## config.mk

```make
export PLATFORM = sky130hd
export DESIGN_NAME = coverage_alpha_composite
export DESIGN_NICKNAME = d
export VERILOG_FILES = /design/src/rtl/cac_pkg.sv /design/src/rtl/coverage_alpha_composite.sv
export VERILOG_INCLUDE_DIRS = /design/src /design/src/rtl
export SDC_FILE = /design/constraint.sdc
export NUM_CORES = 2
export LEC_CHECK = 0
export BUFFER_PORTS_ARGS = -buffer_cell sky130_fd_sc_hd__clkbuf_2
export CELL_PAD_IN_SITES_DETAIL_PLACEMENT = 0
export CELL_PAD_IN_SITES_GLOBAL_PLACEMENT = 1
export CORE_UTILIZATION = 53
export DETAILED_ROUTE_END_ITERATION = 12
export MAX_ROUTING_LAYER = met4
export PLACE_DENSITY = 0.87
export SKIP_LAST_GASP = 1
export SYNTH_ARGS = -nofsm -noshare
export SYNTH_HDL_FRONTEND = slang
export SYNTH_SLANG_ARGS = --single-unit
```

## constraint.sdc

```tcl
create_clock -name clock -period 9.05 [get_ports clock]
set_input_delay 0 -clock clock [delete_from_list [all_inputs] [get_ports clock]]
set_output_delay 0 -clock clock [all_outputs]
set_load 0.02 [all_outputs]
```

## src/rtl/assert_macros.svh

```systemverilog
// assertion macros for the rtl of the blend block
// no dependencies; included by files that carry concurrent checks
`ifndef ASSERT_MACROS_SVH
`define ASSERT_MACROS_SVH

// property must hold at every rising edge outside reset
`define ASSERT_ALWAYS(label, clk, rst, prop) \
   label: assert property (@(posedge clk) disable iff (rst) (prop)) \
      else $error("%m: assertion failed");

// consequent must hold in the same cycle as the antecedent
`define ASSERT_IMPLY(label, clk, rst, ante, cons) \
   label: assert property (@(posedge clk) disable iff (rst) (ante) |-> (cons)) \
      else $error("%m: assertion failed");

`endif

```

## src/rtl/cac_pkg.sv

```systemverilog
// shared types and constants for the coverage alpha composite block
// no dependencies; imported by the top level and its testbench
package cac_pkg;

   localparam logic [7:0] FullScale = 8'd255;

   typedef struct packed {
      logic [7:0] src_red;
      logic [7:0] src_green;
      logic [7:0] src_blue;
      logic [7:0] src_alpha;
      logic [7:0] coverage;
      logic [7:0] dst_red;
      logic [7:0] dst_green;
      logic [7:0] dst_blue;
      logic [7:0] dst_alpha;
   } req_word_type;

   typedef struct packed {
      logic [7:0] out_red;
      logic [7:0] out_green;
      logic [7:0] out_blue;
      logic [7:0] out_alpha;
      logic       blended;
   } rsp_word_type;

endpackage

```

## src/rtl/coverage_alpha_composite.sv

```systemverilog
// coverage alpha composite: straight-alpha source-over blend, eight-stage pipeline
// depends on cac_pkg and assert_macros.svh
//
//   channel   direction   handshake              word
//   req       in          req_valid / req_stall  req_word_type (source, coverage, dest)
//   rsp       out         rsp_valid / rsp_stall  rsp_word_type (blended pixel, flag)
//
// one word accepted per cycle sustained while rsp does not stall; a result passes through
// the eight register stages (coverage product, scaled alpha and weight
// product, weight split, channel products, numerators, then three stages of restoring
// division by the blended alpha, three quotient bits each)
// reset is synchronous and clears only the stage valid bits
// stalls: each stage takes a new word when it is empty or its successor moves, so
// bubbles collapse; req_stall is high only while all stages are full and rsp stalls
`include "assert_macros.svh"

module coverage_alpha_composite
   import cac_pkg::*;
(
   input  logic         clock,
   input  logic         reset,
   input  logic         req_valid,
   output logic         req_stall,
   input  req_word_type req_word,
   output logic         rsp_valid,
   input  logic         rsp_stall,
   output rsp_word_type rsp_word
);

   localparam int NumStages = 8;
   localparam int StE       = 4;

   typedef logic [7:0]         pix_type;
   typedef logic [15:0]        prod_type;
   typedef pix_type  [2:0]     rgb_type;
   typedef prod_type [2:0]     prod3_type;

   // stage a: coverage product
   typedef struct packed {
      rgb_type  s;
      rgb_type  d;
      pix_type  da;
      prod_type p;
   } st_a_type;

   // stage b: scaled alpha and dest weight product
   typedef struct packed {
      rgb_type  s;
      rgb_type  d;
      pix_type  da;
      pix_type  sa;
      prod_type t;
   } st_b_type;

   // stage c: dest weight split as 255*a + b, blended alpha
   typedef struct packed {
      rgb_type s;
      rgb_type d;
      pix_type da;
      pix_type sa;
      pix_type a;
      pix_type b;
      pix_type oa;
   } st_c_type;

   // stage d: per channel partial products
   typedef struct packed {
      rgb_type   d;
      pix_type   da;
      logic      pass;
      pix_type   oa;
      prod3_type ps;
      prod3_type pa;
      prod3_type pb;
   } st_d_type;

   // stage e: per channel numerators
   typedef struct packed {
      rgb_type   d;
      pix_type   da;
      logic      pass;
      pix_type   oa;
      prod3_type num;
   } st_e_type;

   // stage f: first three quotient bits
   typedef struct packed {
      rgb_type               d;
      pix_type               da;
      logic                  pass;
      pix_type               oa;
      rgb_type               rem;
      logic [2:0][2:0]       q;
      logic [2:0][5:0]       low;
   } st_f_type;

   // stage g: six quotient bits
   typedef struct packed {
      rgb_type               d;
      pix_type               da;
      logic                  pass;
      pix_type               oa;
      rgb_type               rem;
      logic [2:0][5:0]       q;
      logic [2:0][2:0]       low;
   } st_g_type;

   // x / 255 for x up to 255*255
   function automatic pix_type div255(input prod_type x);
      logic [16:0] sum;
      sum = {1'b0, x} + {9'b0, x[15:8]} + 17'd1;
      return sum[15:8];
   endfunction

   // three restoring division steps; rem stays below den
   function automatic logic [10:0] div_step3(input pix_type rem, input logic [2:0] bits,
                                             input pix_type den);
      logic [8:0] r;
      logic [7:0] rr;
      logic [2:0] q;
      rr = rem;
      q  = '0;
      for (int i = 2; i >= 0; i--) begin
         r = {rr, bits[i]};
         if (r >= {1'b0, den}) begin
            r    = r - {1'b0, den};
            q[i] = 1'b1;
         end
         rr = r[7:0];
      end
      return {rr, q};
   endfunction

   // pipeline control
   logic [NumStages-1:0] vld_ff;
   logic [NumStages-1:0] vld_in;
   logic [NumStages-1:0] rdy;

   st_a_type     a_ff, a_in;
   st_b_type     b_ff, b_in;
   st_c_type     c_ff, c_in;
   st_d_type     d_ff, d_in;
   st_e_type     e_ff, e_in;
   st_f_type     f_ff, f_in;
   st_g_type     g_ff, g_in;
   rsp_word_type h_ff, h_in;

   // a stage moves when empty or when the next one moves
   always_comb begin
      rdy[NumStages-1] = !vld_ff[NumStages-1] || !rsp_stall;
      for (int i = NumStages - 2; i >= 0; i--) begin
         rdy[i] = !vld_ff[i] || rdy[i+1];
      end
      vld_in[0] = rdy[0] ? req_valid : vld_ff[0];
      for (int i = 1; i < NumStages; i++) begin
         vld_in[i] = rdy[i] ? vld_ff[i-1] : vld_ff[i];
      end
   end

   assign req_stall = !rdy[0];
   assign rsp_valid = vld_ff[NumStages-1];
   assign rsp_word  = h_ff;

   // stage a: src_alpha * coverage
   always_comb begin
      a_in.s  = {req_word.src_red, req_word.src_green, req_word.src_blue};
      a_in.d  = {req_word.dst_red, req_word.dst_green, req_word.dst_blue};
      a_in.da = req_word.dst_alpha;
      a_in.p  = {8'h00, req_word.src_alpha} * {8'h00, req_word.coverage};
   end

   // stage b: scaled alpha, then dst_alpha * (255 - sa)
   always_comb begin
      pix_type inv;
      b_in.s  = a_ff.s;
      b_in.d  = a_ff.d;
      b_in.da = a_ff.da;
      b_in.sa = div255(a_ff.p);
      inv     = FullScale - b_in.sa;
      b_in.t  = {8'h00, a_ff.da} * {8'h00, inv};
   end

   // stage c: t = 255*a + b, so d*t/255 = d*a + d*b/255 exactly
   always_comb begin
      prod_type rem16;
      logic [8:0] oa9;
      c_in.s  = b_ff.s;
      c_in.d  = b_ff.d;
      c_in.da = b_ff.da;
      c_in.sa = b_ff.sa;
      c_in.a  = div255(b_ff.t);
      rem16   = b_ff.t - {c_in.a, 8'h00} + {8'h00, c_in.a};
      c_in.b  = rem16[7:0];
      // sa + da*(255-sa)/255 never exceeds 255
      oa9     = {1'b0, b_ff.sa} + {1'b0, c_in.a};
      c_in.oa = oa9[7:0];
   end

   // stage d: products for each color channel
   always_comb begin
      d_in.d    = c_ff.d;
      d_in.da   = c_ff.da;
      d_in.pass = (c_ff.sa == 8'h00);
      d_in.oa   = c_ff.oa;
      for (int c = 0; c < 3; c++) begin
         d_in.ps[c] = {8'h00, c_ff.s[c]} * {8'h00, c_ff.sa};
         d_in.pa[c] = {8'h00, c_ff.d[c]} * {8'h00, c_ff.a};
         d_in.pb[c] = {8'h00, c_ff.d[c]} * {8'h00, c_ff.b};
      end
   end

   // stage e: numerators, bounded by 255*oa + 254
   always_comb begin
      logic [16:0] num17;
      e_in.d    = d_ff.d;
      e_in.da   = d_ff.da;
      e_in.pass = d_ff.pass;
      e_in.oa   = d_ff.oa;
      for (int c = 0; c < 3; c++) begin
         num17 = {1'b0, d_ff.ps[c]} + {1'b0, d_ff.pa[c]} + {9'b0, div255(d_ff.pb[c])};
         e_in.num[c] = num17[15:0];
      end
   end

   // stage f: quotient bits 8..6; num >> 9 is below oa
   always_comb begin
      logic [10:0] step;
      f_in.d    = e_ff.d;
      f_in.da   = e_ff.da;
      f_in.pass = e_ff.pass;
      f_in.oa   = e_ff.oa;
      for (int c = 0; c < 3; c++) begin
         step        = div_step3({1'b0, e_ff.num[c][15:9]}, e_ff.num[c][8:6], e_ff.oa);
         f_in.rem[c] = step[10:3];
         f_in.q[c]   = step[2:0];
         f_in.low[c] = e_ff.num[c][5:0];
      end
   end

   // stage g: quotient bits 5..3
   always_comb begin
      logic [10:0] step;
      g_in.d    = f_ff.d;
      g_in.da   = f_ff.da;
      g_in.pass = f_ff.pass;
      g_in.oa   = f_ff.oa;
      for (int c = 0; c < 3; c++) begin
         step        = div_step3(f_ff.rem[c], f_ff.low[c][5:3], f_ff.oa);
         g_in.rem[c] = step[10:3];
         g_in.q[c]   = {f_ff.q[c], step[2:0]};
         g_in.low[c] = f_ff.low[c][2:0];
      end
   end

   // stage h: last quotient bits, saturation and pass-through select
   always_comb begin
      logic [10:0] step;
      logic [8:0]  q9;
      rgb_type     ch;
      for (int c = 0; c < 3; c++) begin
         step  = div_step3(g_ff.rem[c], g_ff.low[c], g_ff.oa);
         q9    = {g_ff.q[c], step[2:0]};
         ch[c] = q9[8] ? FullScale : q9[7:0];
      end
      if (g_ff.pass) begin
         h_in.out_red   = g_ff.d[2];
         h_in.out_green = g_ff.d[1];
         h_in.out_blue  = g_ff.d[0];
         h_in.out_alpha = g_ff.da;
      end else begin
         h_in.out_red   = ch[2];
         h_in.out_green = ch[1];
         h_in.out_blue  = ch[0];
         h_in.out_alpha = g_ff.oa;
      end
      h_in.blended = !g_ff.pass;
   end

   // valid bits
   always_ff @(posedge clock) begin
      if (reset) begin
         vld_ff <= '0;
      end else begin
         vld_ff <= vld_in;
      end
   end

   // stage data, loaded whenever the stage moves
   always_ff @(posedge clock) begin
      if (rdy[0]) begin
         a_ff <= a_in;
      end
      if (rdy[1]) begin
         b_ff <= b_in;
      end
      if (rdy[2]) begin
         c_ff <= c_in;
      end
      if (rdy[3]) begin
         d_ff <= d_in;
      end
      if (rdy[4]) begin
         e_ff <= e_in;
      end
      if (rdy[5]) begin
         f_ff <= f_in;
      end
      if (rdy[6]) begin
         g_ff <= g_in;
      end
      if (rdy[7]) begin
         h_ff <= h_in;
      end
   end

   // input side backs up only when every stage holds a word and the output stalls
   `ASSERT_IMPLY(a_stall_full, clock, reset, req_stall, (&vld_ff) && rsp_stall)

   // divider precondition: top numerator bits below the blended alpha
   `ASSERT_IMPLY(a_div_range, clock, reset, vld_ff[StE] && !e_ff.pass,
      ({1'b0, e_ff.num[0][15:9]} < e_ff.oa) && ({1'b0, e_ff.num[1][15:9]} < e_ff.oa) &&
      ({1'b0, e_ff.num[2][15:9]} < e_ff.oa))

   // a blended word always carries nonzero alpha
   `ASSERT_IMPLY(a_blend_alpha, clock, reset, rsp_valid && rsp_word.blended,
      rsp_word.out_alpha != 8'h00)

endmodule

```

# Word-level counts from Yosys, hierarchy flattened
# Cells that the tools add are included.
dict set report word_totals {
  input_bits 76
  wordCells 252
  output_inout_bits 35
  reg_bits 739
}
dict set report op_classes {
  add_sub_neg 44
  reduce_logical 20
  n_mux 55
  order_cmp 27
  mul 11
}
# op n
set op_table {}
lappend op_table {{>= comparator 9 x 8 -> 1 bit} 24}
lappend op_table {{2-to-1 mux 8 bit} 27}
lappend op_table {{subtractor 8 bit} 24}
lappend op_table {{multiplier 8 x 8 -> 16 bit} 11}
lappend op_table {{adder 16 x 8 -> 16 bit} 8}
lappend op_table {{adder 16 x 1 -> 16 bit, second input constant} 5}
lappend op_table {{adder 16 bit} 3}
lappend op_table {{2-to-1 mux 32 bit} 1}
lappend op_table {{2-to-1 mux 1 bit} 27}
lappend op_table {{>= comparator 8 bit} 3}
lappend op_table {{adder 8 bit} 2}
lappend op_table {{zero test 1 bit} 11}
lappend op_table {{zero test 8 bit} 1}
lappend op_table {{logical OR 1 bit} 8}
lappend op_table {{subtractor 8 x 1 -> 8 bit, second input constant} 1}
lappend op_table {{subtractor 8 bit, first input constant} 1}

# Logic depth before layout (Yosys ltp)
dict set report depth {
  word_depth 10
  ltp_mapped 32
  ltp_nobuf 30
}

# Worst setup path after synthesis
# OpenSTA, ideal clock, no wires.
dict set report synth_path {
  path_kind {register to register}
  from {reg f_ff[52] (netlist bit)}
  to {reg g_ff[46] (netlist bit), data pin}
  slack_ns 2.040
  arrival_ns 6.735
  setup_time_ns 0.274
  stages_incl_launch_ff 31
  path_buffers 3
  synth_period_minus_slack_ns 7.010
  required_time_ns 8.776
  path_cell_list {edfxtp_1 > inv_1 > ha_1 > nor2b_1 > o21bai_1 > a21oi_1 > o21a_1 > o21a_1 > nand2b_1 > clkbuf_1 > o21ai_0 > ha_1 > nor2b_1 > o21ai_0 > a21oi_1 > o41ai_1 > o21ai_0 > a221o_1 > buf_1 > a21oi_1 > ha_1 > nor2b_1 > o21ai_0 > a21oi_1 > o41ai_1 > o2bb2ai_1 > o211ai_1 > or2_1 > clkbuf_1 > nand2_1 > o221ai_1}
}
# item line_no
set synth_rtl {}
lappend synth_rtl {{from (decl)} coverage_alpha_composite.sv:144} ;# st_f_type f_ff, f_in;
lappend synth_rtl {{from (signal assigned)} coverage_alpha_composite.sv:306} ;# f_ff <= f_in;
lappend synth_rtl {{to (signal assigned)} coverage_alpha_composite.sv:309} ;# g_ff <= g_in;
lappend synth_rtl {{to (decl)} coverage_alpha_composite.sv:145} ;# st_g_type g_ff, g_in;

==> metrics list <==
- Status: finished clean
- At the worst endpoint, the required time is 9.44 ns.
- TNS Setup: 0 ns
- Fmax: 0.127 GHz
- Largest net degree at the start of global routing: 167
* Fraction of the mapped netlist area in compound gates: 0.0736
- Num Clock Sinks: 739
- The initial antenna violation count was 3.
- Number of max-slew violations in the final report: 0
* Violation count after the first detailed-route iteration: 2,133
- CTS tree: done
- Clock Tree Root: clkbuf_16
- Die Y-Extent: 337 µm
- Data on the critical path arrives at its endpoint at 8.27 ns.
* Global-route wire length before repair: 215,000 µm
- Filler instances: 9,254
* GR Util met2: 0.434
- The initial utilization of the core area, before any placement, comes to 0.536.
* Largest stage delay on the critical path: 0.58 ns
- Counting flops and latches in the post-synthesis netlist gives 739.
- The layer flagged by global routing as most heavily used is met2.
* Avg Inst Size Synth: 11.0 µm²
- Synthesized-area fraction occupied by and/or/nand/nor cells: 0.125
- The first TritonRoute pass finished after 6 iterations.
* Setup CP Type: reg2reg
- The number of hold violations in the final report came to 0.
- Routability-driven placement finished with a final weighted congestion of 0.913.
- Biggest area consumer among synthesized cells: edfxtp_1
- After synthesis, the largest family of logic cells by area is adder cells.
- Diode insertion count for antenna repair: 0
- The smallest clock period supported by the final layout is computed as 7.88 ns.
- Synthesis produced a netlist with a net count of 6,641.
* Sequential fraction of the synthesis area: 0.372
* Number of vias per cell after detailed routing: 5.42
- Drt drc: 0
- Top-count cell post-synth: inv_1
- Share of the synthesized netlist area taken by xor and xnor gates: 0.0473
- The worst path meets setup with 1.17 ns of slack.
* Horizontal die dimension: 337 µm
* Antenna violation net count after detailed routing: 0
- Synthesized instance count: 5,392
- Total Die Area: 0.113 mm²
- Global-route usage over all layers: 0.252
- Buffers added to address setup during post-CTS repair amount to 0.
- Of the post-synthesis cell area, the dominant cell type holds 0.370.
- Total of max-cap violations: 0
* Slew Limit Headroom: 0.248
- After synthesis the cells add up to 0.0594 mm².
- The clock tree synthesis step divided the H-tree into 3 levels.
- Worst min-delay path class: in2reg
- Area growth syn-to-layout: 9.89%
- On the critical path, the stage with the largest delay is an instance of o21ai_0.
* Final HPWL from detailed placement: 102,000 µm
- Synth top cells by count: 778 x inv_1, 731 x edfxtp_1, 724 x ha_1
* Total vias in the final route: 38,700
- The number of global-route vias before repair is 40,000.
* Post-synth top flop: edfxtp_1
* Standard-cell row count: 122
- Number of buffers created by CTS: 84
- Setup slack at placement: 1.20 ns
- Met1 usage in global routing: 0.306
- For the pin with the worst max-slew slack, the measured transition is 1.13 ns.
- Summed over all layers, the routed wires come to 134,000 µm.
- Worst Path Max Fanout: 15
* Finish-stage setup viols: 0
- Largest cells by area after synthesis: edfxtp_1 37%, ha_1 15%, fa_1 15%, inv_1 4.9%, and2_1 4.3%
* Routed WL per cell: 18.8 µm
- After global routing the overflow that remains totals 0.
* Library cells used by synthesis: 90
- Post-Layout Cell Count: 7,153
- Counting tap cells, the placed design contains a total of 6,929 instances.
- Area of the core: 0.111 mm²
* Clock insertion delay at the later pin of the skew report: 0.68 ns
- In this run, post-CTS repair resized a total of 0 instances.
- Clock-pin slew was measured on the worst setup and hold paths at 0.07 ns.
- Max Buffers Root-to-Sink: 3
- Clock Skew: 0.0380 ns
- Adder and majority gate portion of the synthesized area: 0.304
- For met3 alone, demand over resource in global routing was 0.0275.
* Post-synth EDFFs: 731
- Post-route fraction of the period consumed by the critical path: 0.871
* Share of async-settable or async-resettable flops after synthesis: 0
* Share of final-layout standard cells stronger than drive strength 1: 0.0722
- For this run, the number of Yosys warnings is 0.
- Pin placement for this block handled 111 I/O pins.
- Endpoint kind of the worst setup timing path: register
- STA classifies the critical path startpoint as a register.
- After the last flow step, the layout net total stands at 6,849.
* Port Buffer Count: 110
- The portion of synthesized area spent on multiplexers is 0.0224.
- Unrepaired setup endpoints after global routing: no
## worst paths after layout
check	cells after the start	slack, ns	start	end
hold / removal	2	0.04	req_word[71]	a_ff[71]
setup / recovery	27	1.17	f_ff[54]	g_ff[46]
hold reg to reg	0	0.40	e_ff[83]	f_ff[86]
setup reg to reg	27	1.17	f_ff[54]	g_ff[46]
## routing by layer
metal,up-vias,wire (µm)
met2,806,67300
met1,19100,56300
met4,0,4760
li1,18700,-
met5,-,0
met3,202,5820
## sequential cells by signal (all words and copies together), names as in the netlist
register  flops
a_ff         72
b_ff         80
c_ff         88
d_ff        185
e_ff         89
f_ff         92
g_ff         92
rsp_word     33
vld_ff        8
## cell type report
| class | count | area (µm²) | area share |
|---|---|---|---|
| clock buffer | 92 | 2130 | 0.0327 |
| clock inverter | 59 | 654 | 0.0100 |
| inverter | 779 | 2930 | 0.0449 |
| multi-input combinational | 3776 | 34000 | 0.521 |
| sequential | 739 | 22100 | 0.339 |
| tap | 1488 | 1860 | 0.0285 |
| timing repair buffer | 220 | 1570 | 0.0241 |
## what timing repair did
action                                  CTS  global route
hold endpoints to repair                 66             0
hold buffers                             73             0
endpoints found under the setup margin    0             0
## per-stage QoR
| step | instance area (µm²) | hold WS, ns | util |
|---|---|---|---|
| finish | 65300 | 0.0434 | 0.589 |
| global route | 65300 | 0.0317 | 0.589 |
| CTS | 65300 | 0.000189 | 0.589 |
| detailed placement | 61700 | 0.179 | 0.557 |
| global placement | 61700 | 0.176 | 0.557 |
| floorplan | 59400 | 0.0989 | - |
## cells in the final DEF (no fill, tap or decap), types with 26 or more instances in the layout
| cell type | instances |
|---|---|
| inv_1 | 775 |
| edfxtp_1 | 731 |
| ha_1 | 724 |
| nand2_1 | 458 |
| fa_1 | 449 |
| and2_1 | 404 |
| nor2_1 | 249 |
| xnor2_1 | 218 |
| a21oi_1 | 191 |
| o21ai_0 | 151 |
| clkbuf_2 | 110 |
| xor2_1 | 103 |
| clkbuf_16 | 84 |
| nor3_1 | 76 |
| a21o_1 | 73 |
| dlygate4sd3_1 | 73 |
| nor2b_1 | 68 |
| nand3_1 | 67 |
| mux2_2 | 66 |
| nand2b_1 | 43 |
| o21a_1 | 41 |
| nand4_1 | 41 |
| buf_4 | 36 |
| mux2i_1 | 31 |
| or2_2 | 26 |
## worst max-delay path: cells and delay by family (launching register included)
kind                       cells  cell delay (ns)
DFF                            1             0.39
AOI/OAI and AO/OA             17             4.52
adders and majority gates      3             1.03
and+or+nand+nor                6             1.27
buffers and inverters          1             0.41
## cell families (layout without fill, tap and decap cells)
family	after synthesis	in the layout
and+or+nand+nor	1493	1493
adders and majority gates	1173	1173
buffers and inverters	877	1150
DFF	739	739
AOI/OAI and AO/OA	670	670
xor gates and xnor gates	321	321
muxes	119	119
Power is left out: the tool's default activity adds up to more than one toggle a clock period on the data nets, which glitch-free logic cannot reach.
